--- src/tpd_pkg.sv ---
// shared types and constants for the tile pattern dedup block
package tpd_pkg;

    localparam int MAX_GLYPHS  = 96;
    localparam int TILE_WIDTH  = 6;
    localparam int TILE_HEIGHT = 8;

    localparam int TILE_BITS_W = 48;
    localparam int OUT_W       = 7;
    localparam int CHAR_BASE   = 32;

    localparam int PIX_W = TILE_WIDTH * TILE_HEIGHT;
    localparam int PAT_W = (PIX_W < TILE_BITS_W) ? PIX_W : TILE_BITS_W;
    localparam int IDX_W = (MAX_GLYPHS > 1) ? $clog2(MAX_GLYPHS) : 1;
    localparam int CNT_W = $clog2(MAX_GLYPHS + 1);

    typedef enum logic [0:0] {
        ST_IDLE,
        ST_SEARCH
    } t_state;

    typedef struct packed {
        logic load;
        logic issue;
        logic finish;
    } t_cmd;

    typedef struct packed {
        logic issue_done;
        logic hit;
    } t_sts;

endpackage

--- src/tpd_ram.sv ---
// generic single-port-write, registered-read ram
module tpd_ram #(
    parameter int WIDTH = 8,
    parameter int DEPTH = 16
) (
    input  logic                                     i_clk,
    input  logic                                     i_we,
    input  logic [((DEPTH > 1) ? $clog2(DEPTH) : 1)-1:0] i_waddr,
    input  logic [WIDTH-1:0]                         i_wdata,
    input  logic                                     i_re,
    input  logic [((DEPTH > 1) ? $clog2(DEPTH) : 1)-1:0] i_raddr,
    output logic [WIDTH-1:0]                         o_rdata
);

    logic [WIDTH-1:0] r_mem [DEPTH];
    logic [WIDTH-1:0] r_rdata;

    always_ff @(posedge i_clk) begin
        if (i_we) begin
            r_mem[i_waddr] <= i_wdata;
        end
        if (i_re) begin
            r_rdata <= r_mem[i_raddr];
        end
    end

    assign o_rdata = r_rdata;

endmodule

--- src/tpd_ctrl.sv ---
// controller state machine for the pattern search
module tpd_ctrl (
    input  logic          i_clk,
    input  logic          i_rst_n,
    input  logic          i_start,
    input  tpd_pkg::t_sts i_sts,
    output tpd_pkg::t_cmd o_cmd,
    output logic          o_busy
);
    import tpd_pkg::*;

    t_state r_state;
    t_state n_state;

    always_ff @(posedge i_clk) begin
        if (!i_rst_n) begin
            r_state <= ST_IDLE;
        end else begin
            r_state <= n_state;
        end
    end

    always_comb begin
        n_state      = r_state;
        o_cmd.load   = 1'b0;
        o_cmd.issue  = 1'b0;
        o_cmd.finish = 1'b0;
        unique case (r_state)
            ST_IDLE: begin
                if (i_start) begin
                    o_cmd.load = 1'b1;
                    n_state    = ST_SEARCH;
                end
            end
            ST_SEARCH: begin
                if (i_sts.hit || i_sts.issue_done) begin
                    o_cmd.finish = 1'b1;
                    n_state      = ST_IDLE;
                end else begin
                    o_cmd.issue = 1'b1;
                end
            end
            default: n_state = ST_IDLE;
        endcase
    end

    assign o_busy = (r_state != ST_IDLE);

endmodule

--- src/tpd_dp.sv ---
// datapath: pattern table, search pointer, compare and result registers
module tpd_dp (
    input  logic                             i_clk,
    input  logic                             i_rst_n,
    input  logic [tpd_pkg::TILE_BITS_W-1:0]  i_tile_bits,
    input  logic                             i_first_tile,
    input  tpd_pkg::t_cmd                    i_cmd,
    output tpd_pkg::t_sts                    o_sts,
    output logic                             o_valid,
    output logic [tpd_pkg::OUT_W-1:0]        o_char_code,
    output logic                             o_new_glyph,
    output logic [tpd_pkg::OUT_W-1:0]        o_glyph_slot,
    output logic                             o_table_full
);
    import tpd_pkg::*;

    logic [PAT_W-1:0] r_pat;
    logic [CNT_W-1:0] r_count;
    logic [CNT_W-1:0] r_rd_ptr;
    logic             r_cmp_vld;
    logic [IDX_W-1:0] r_cmp_idx;
    logic [PAT_W-1:0] rd_data;

    logic             r_valid;
    logic [OUT_W-1:0] r_char_code;
    logic             r_new_glyph;
    logic [OUT_W-1:0] r_glyph_slot;
    logic             r_table_full;

    logic             hit;
    logic             full;
    logic             wr_en;
    logic [IDX_W-1:0] wr_idx;
    logic [IDX_W-1:0] res_idx;

    assign hit     = r_cmp_vld && (rd_data == r_pat);
    assign full    = (r_count == CNT_W'(MAX_GLYPHS));
    assign wr_en   = i_cmd.finish && !hit && !full;
    assign wr_idx  = r_count[IDX_W-1:0];
    assign res_idx = hit ? r_cmp_idx : (full ? '0 : wr_idx);

    assign o_sts.hit        = hit;
    assign o_sts.issue_done = (r_rd_ptr == r_count);

    tpd_ram #(
        .WIDTH (PAT_W),
        .DEPTH (MAX_GLYPHS)
    ) u_table (
        .i_clk   (i_clk),
        .i_we    (wr_en),
        .i_waddr (wr_idx),
        .i_wdata (r_pat),
        .i_re    (i_cmd.issue),
        .i_raddr (r_rd_ptr[IDX_W-1:0]),
        .o_rdata (rd_data)
    );

    // glyph count and compare tag
    always_ff @(posedge i_clk) begin
        if (!i_rst_n) begin
            r_cmp_vld <= 1'b0;
            r_count   <= '0;
        end else begin
            r_cmp_vld <= i_cmd.issue;
            if (i_cmd.load && i_first_tile) begin
                r_count <= '0;
            end else if (wr_en) begin
                r_count <= r_count + CNT_W'(1);
            end
        end
    end

    always_ff @(posedge i_clk) begin
        if (i_cmd.load) begin
            r_pat    <= i_tile_bits[PAT_W-1:0];
            r_rd_ptr <= '0;
        end else if (i_cmd.issue) begin
            r_rd_ptr <= r_rd_ptr + CNT_W'(1);
        end
        r_cmp_idx <= r_rd_ptr[IDX_W-1:0];
    end

    // result beat
    always_ff @(posedge i_clk) begin
        if (!i_rst_n) begin
            r_valid <= 1'b0;
        end else begin
            r_valid <= i_cmd.finish;
        end
    end

    always_ff @(posedge i_clk) begin
        if (i_cmd.finish) begin
            r_new_glyph  <= !hit && !full;
            r_table_full <= !hit && full;
            r_glyph_slot <= OUT_W'(res_idx);
            r_char_code  <= (!hit && full) ? OUT_W'(CHAR_BASE)
                                           : OUT_W'(CHAR_BASE) + OUT_W'(res_idx);
        end
    end

    assign o_valid      = r_valid;
    assign o_char_code  = r_char_code;
    assign o_new_glyph  = r_new_glyph;
    assign o_glyph_slot = r_glyph_slot;
    assign o_table_full = r_table_full;

endmodule

--- src/tile_pattern_dedup_charmap.sv ---
// top level of the tile pattern dedup character map builder
//
// channel   ports                                           handshake
// input     i_tile_bits, i_first_tile                       start & !busy
// result    o_char_code, o_new_glyph, o_glyph_slot,         o_valid, one cycle
//           o_table_full
//
// the table is searched one stored slot per cycle through the ram read port
// a tile that hits slot k ends the search at the compare of slot k
// a new or full-table tile with n slots in use is compared against all n slots
// the result beat is out in the first cycle with busy low; the receiver cannot stall
// synchronous reset empties the table; no clearing pass is needed
module tile_pattern_dedup_charmap (
    input  logic                             i_clk,
    input  logic                             i_rst_n,
    input  logic                             start,
    output logic                             busy,
    input  logic [tpd_pkg::TILE_BITS_W-1:0]  i_tile_bits,
    input  logic                             i_first_tile,
    output logic                             o_valid,
    output logic [tpd_pkg::OUT_W-1:0]        o_char_code,
    output logic                             o_new_glyph,
    output logic [tpd_pkg::OUT_W-1:0]        o_glyph_slot,
    output logic                             o_table_full
);
    import tpd_pkg::*;

    t_cmd cmd;
    t_sts sts;

    tpd_ctrl u_ctrl (
        .i_clk   (i_clk),
        .i_rst_n (i_rst_n),
        .i_start (start),
        .i_sts   (sts),
        .o_cmd   (cmd),
        .o_busy  (busy)
    );

    tpd_dp u_dp (
        .i_clk        (i_clk),
        .i_rst_n      (i_rst_n),
        .i_tile_bits  (i_tile_bits),
        .i_first_tile (i_first_tile),
        .i_cmd        (cmd),
        .o_sts        (sts),
        .o_valid      (o_valid),
        .o_char_code  (o_char_code),
        .o_new_glyph  (o_new_glyph),
        .o_glyph_slot (o_glyph_slot),
        .o_table_full (o_table_full)
    );

endmodule
--- config.mk ---
export PLATFORM = sky130hd
export DESIGN_NAME = tile_pattern_dedup_charmap
export DESIGN_NICKNAME = d
export VERILOG_FILES = /design/src/tpd_pkg.sv /design/src/tpd_ram.sv /design/src/tpd_ctrl.sv /design/src/tpd_dp.sv /design/src/tile_pattern_dedup_charmap.sv
export SDC_FILE = /design/constraint.sdc
export NUM_CORES = 2
export LEC_CHECK = 0
export BUFFER_PORTS_ARGS = -buffer_cell sky130_fd_sc_hd__buf_2
export CAP_MARGIN = 30
export CORE_UTILIZATION = 46
export DETAILED_ROUTE_END_ITERATION = 16
export PLACE_DENSITY = 0.57
export RECOVER_POWER = 25
export SLEW_MARGIN = 0
export SYNTH_ARGS = -nofsm -noshare
export SYNTH_HDL_FRONTEND = slang
export SYNTH_HIERARCHICAL = 1
export SYNTH_MEMORY_MAX_BITS = 65536
export SYNTH_SLANG_ARGS = --single-unit
--- constraint.sdc ---
create_clock -name i_clk -period 17.27 [get_ports i_clk]
set_input_delay 1.727 -clock i_clk [delete_from_list [all_inputs] [get_ports i_clk]]
set_output_delay 1.727 -clock i_clk [all_outputs]
set_load 0.01 [all_outputs]
==> impl_summary.log <==
[metrics] status: finished with violations
[metrics] violated checks: capacitance limit, slew limit
[metrics] delay of the slowest critical-path stage: around 2.7 ns
[metrics] slack of the critical path: just under 7 ns
[metrics] number of violations of the max-capacitance limit: between 40 and 50
[metrics] number of hold-slack violations in the final timing report: 0
[metrics] Critical Path, Cell by Cell: clkbuf_1 > xnor2_1 > nand4_1 > nor4_2 > nand4_2 > inv_2 > o21a_1 > nand2_1 > nor2_1 > buf_6 > nor2b_1 > nand3_1 > buf_4 > nor2_4 > buf_4
[metrics] highest-delay cell along the critical path: sky130_fd_sc_hd__clkbuf_1
[metrics] Die Y-Extent: 630 µm
[metrics] utilization after layout: 0.523
[metrics] WL per Instance: approximately 37 µm
[metrics] Critical Path AT: 10.96 ns
[metrics] buffers from clock root to sink, at most: 4
[metrics] post-synthesis cell type count: 47
[metrics] final critical-path required period: 10.32 ns
[metrics] number of instances in the synthesized netlist: about 8.5k
[metrics] hold path start: u_dp/r_pat[4]
[metrics] clock root cell: sky130_fd_sc_hd__clkbuf_16
[metrics] Clock Latency Late Sink: approximately 1.0 ns
[metrics] Setup Buffers After CTS: 0
[metrics] final hold slack: about 0.52 ns
[metrics] final design area excluding fillers: 0.205 mm²
[metrics] final critical-path share of the clock period: 0.598
[metrics] static power due to leakage: slightly above 60 nW
[metrics] maximum vdd ir drop: approximately 110 µV
[metrics] commonest cells in the synthesized netlist: sky130_fd_sc_hd__edfxtp_1, sky130_fd_sc_hd__mux4_2, sky130_fd_sc_hd__mux2i_1
[metrics] First-pass DRT Iterations: 8
[metrics] number of gates resized after CTS: 0
[metrics] sequential share of power: 0.536
[metrics] main flop type after synthesis: sky130_fd_sc_hd__edfxtp_1
[metrics] share of Yosys cell area claimed by the top area cell type: 0.782
[metrics] die boundary width: approximately 630 µm
[metrics] Yosys warning total: 6
[metrics] most common cell type on the critical path: sky130_fd_sc_hd__buf_4
[metrics] CTS Hold Buffers Added: 0
[metrics] residual overflow from global routing: 0
[metrics] power density cells: 116 mW/mm²
[metrics] combinational group share of total power: 0.044
[metrics] Syn Std Cell Area: 0.181 mm²
[metrics] Placed Cells incl. Taps: about 14k
[metrics] dpl cell area: 0.190 mm²
[metrics] Die Footprint: 0.396 mm²
[metrics] relative slew slack: -2.92
[metrics] Max Clock Skew: 0.111 ns
[metrics] sum of negative setup slack: 0 ns
[metrics] gp weighted congestion: between 0.9 and 1
[metrics] Storage cell area: 0.142 mm²
[metrics] Critical Path Source Type: flip-flop
[metrics] layout filler cell count: 30.4k
[metrics] fraction of power spent switching nets: 0.215
[metrics] top post-synthesis cells by area: sky130_fd_sc_hd__edfxtp_1, sky130_fd_sc_hd__mux4_2, sky130_fd_sc_hd__mux2i_1, sky130_fd_sc_hd__mux2_2, sky130_fd_sc_hd__a22oi_1
[metrics] cell with the most instances after synthesis: sky130_fd_sc_hd__edfxtp_1
[metrics] Layout area overhead: 13.3%
[metrics] row cnt: 230
[metrics] number of global-route vias before repair: around 90k
[metrics] multi-input logic area: 0.0378 mm²
[metrics] EDFF count, synth: between 4k and 5k
[metrics] total of buffers placed on input and output ports: 69
[metrics] achievable frequency: about 0.097 GHz
[metrics] Final Max Slew Viols: 2114
[metrics] clock tree from TritonCTS: built
[metrics] aggregate routed wire length: around 550000 µm
[metrics] slew at the pin with the worst max-slew slack: 5.88 ns
[metrics] fraction of final layout cells sized beyond drive strength 1: 0.249
[metrics] startpoint of the worst register-to-register path: u_dp/r_pat[17]
[metrics] net switching power of the design: about 5.1 mW
[metrics] kind of path behind the tightest hold check: flip-flop to flip-flop
[metrics] part of the Yosys area used for sequential elements: 0.785
[metrics] pre-CTS worst setup slack: between 9 and 10 ns
[metrics] Layout Nets: around 9k
[metrics] biggest fanout along the worst timing path: between 50 and 60
[metrics] endpoint type of the worst setup path: flip-flop
[metrics] number of vias per cell: 6.34
[metrics] starting density of the core: 0.462
[metrics] post-synthesis cell type with the largest combined area: sky130_fd_sc_hd__edfxtp_1
[metrics] Detailed Place HPWL: between 300000 and 400000 µm
[metrics] maximum number of pins on one net before global-route repair: 114
[metrics] part of the total power dissipated in the clock network: 0.420
[metrics] final total power: 23.8 mW
[metrics] number of cell instances on the worst register-to-register path: 15
[metrics] overall via count from detail_route: about 90k
[metrics] Min-Delay Endpoint: u_dp/u_table/r_mem[24][4]
[metrics] count of antenna-violating nets left after detailed routing: 0
[metrics] number of DRC violations after detailed routing: 0
[metrics] Post-Layout Cell Count: ~15k
[metrics] clock buffer count from CTS: 475
[metrics] end of the worst register-to-register path: u_dp/u_table/r_mem[30][46]
[metrics] H-tree levels: 5
[metrics] fraction of synthesis flops using an asynchronous set or reset pin: 0
[metrics] cell depth of the worst hold path: 0
[metrics] initial antenna violation count: 65
[metrics] setup violation total in the final timing report: 0
[metrics] flip-flop and latch count after synthesis: around 4.7k
[metrics] P_int: 18.7 mW
[metrics] global-route wire length before repair: 746000 µm
[metrics] GRT Resource Usage Total: 0.273
[metrics] Starting DRT DRC Count: approximately 13k
[metrics] Synthesized Nets: approximately 8.6k
[metrics] unrepaired setup endpoints after global routing: false
[metrics] Num Clock Sinks: roughly 4.7k
[metrics] critical path type: flip-flop to flip-flop
[metrics] clock slew at reported path FFs: ~0.060 ns
[metrics] area inside the core boundary: 0.392 mm²
[metrics] Post-Syn Area per Cell: about 21 µm²
[metrics] io pins: 70
[metrics] setup slack on the worst flop-to-flop path: a little under 7 ns
[metrics] required time worst endpoint: between 15 and 20 ns
-- cell usage in the layout, fill, tap and decap left out, types with 12 or more instances in the layout --
cell type and count:
sky130_fd_sc_hd__a21oi_1 52, sky130_fd_sc_hd__a221o_1 49, sky130_fd_sc_hd__a221oi_1 96, sky130_fd_sc_hd__a22oi_1 336, sky130_fd_sc_hd__a31o_1 49, sky130_fd_sc_hd__a31oi_1 36, sky130_fd_sc_hd__a31oi_2 13, sky130_fd_sc_hd__a41oi_1 48
sky130_fd_sc_hd__buf_2 40, sky130_fd_sc_hd__buf_4 320, sky130_fd_sc_hd__buf_6 12, sky130_fd_sc_hd__bufinv_16 35, sky130_fd_sc_hd__clkbuf_1 222, sky130_fd_sc_hd__clkbuf_16 479, sky130_fd_sc_hd__clkinv_1 121, sky130_fd_sc_hd__clkinv_2 78
sky130_fd_sc_hd__dfxtp_1 22, sky130_fd_sc_hd__diode_2 20, sky130_fd_sc_hd__edfxtp_1 4720, sky130_fd_sc_hd__mux2_2 386, sky130_fd_sc_hd__mux2i_1 485, sky130_fd_sc_hd__mux4_2 768, sky130_fd_sc_hd__nand2_1 289, sky130_fd_sc_hd__nand3_1 117
sky130_fd_sc_hd__nand4_1 109, sky130_fd_sc_hd__nor2_4 88, sky130_fd_sc_hd__o22ai_1 144, sky130_fd_sc_hd__o31ai_1 31, sky130_fd_sc_hd__o31ai_2 17, sky130_fd_sc_hd__xnor2_1 47
-- power groups by stage --
stage	logic, mW	clock network (mW)	registers (mW)
3_5_place_dp	1.06	0	13.0
3_3_place_gp	1.03	0	13.0
2_1_floorplan	0.484	0	13.1
6_report	1.05	10.0	12.8
4_1_cts	1.06	10.1	12.8
5_1_grt	1.09	10.6	12.8
-- final cells by class --
cell class | count | area share
diodes | 20 | 0.000244
clock buffers | 605 | 0.0609
inverters | 8 | 0.000146
well taps | 5220 | 0.0318
flip-flops and latches | 4744 | 0.693
clock inverters | 269 | 0.0123
multi-input cells | 3265 | 0.184
repair buffers | 495 | 0.0178
-- worst max path at each step --
stage,start,end,slack (ns),cells after the start
floorplan,u_dp/r_pat[1],u_dp/u_table/r_mem[50][0],9.44,13
global placement,u_dp/r_pat[17],u_dp/u_table/r_mem[51][34],8.64,12
detailed placement,u_dp/r_pat[44],u_dp/u_table/r_mem[49][25],9.27,12
CTS,u_dp/r_pat[44],u_dp/u_table/r_mem[49][29],9.21,12
global route,u_dp/r_pat[17],u_dp/u_table/r_mem[30][19],6.77,15
finish,u_dp/r_pat[17],u_dp/u_table/r_mem[30][46],6.95,15
-- worst max-delay path, delay by kind of cell (launching register included) --
| kind | cells | cell delay (ns) |
|---|---|---|
| buffers and inverters | 5 | 4.58 |
| and+or+nand+nor | 8 | 3.80 |
| AOI/OAI and AO/OA | 1 | 0.73 |
| DFF | 1 | 0.32 |
| xor gates and xnor gates | 1 | 0.29 |
-- layer usage --
| metal | track usage | part of all wire | vias up |
|---|---|---|---|
| li1 | - | - | 36916 |
| met1 | 0.384 | 0.40 | 49951 |
| met2 | 0.417 | 0.46 | 4907 |
| met3 | 0.0548 | 0.099 | 899 |
| met4 | 0.115 | 0.050 | 14 |
| met5 | 0 | 0.00020 | - |
-- flip-flops by register name (all words and copies together), names as in the netlist --
| name | cells |
|---|---|
| u_dp/o_glyph_slot | 7 |
| u_dp/o_new_glyph | 1 |
| u_dp/r_count | 7 |
| u_dp/r_cmp_idx | 7 |
| u_dp/r_rd_ptr | 7 |
| u_dp/o_valid | 1 |
| u_dp/o_table_full | 1 |
| u_dp/u_table/o_rdata | 48 |
| u_ctrl/o_busy | 1 |
| u_dp/r_pat | 48 |
| u_dp/u_table/r_mem | 4608 |
| u_dp/r_cmp_vld | 1 |
| u_dp/o_char_code | 7 |
-- logic make-up after synthesis --
kind of cell | synth area share
buf+inv | 0.0120
mux | 0.146
compound gates | 0.0364
xor+xnor | 0.00271
fa+ha+maj | 0.000207
simple gates | 0.0176
flops | 0.785
(Power assumes the default switching activity.)
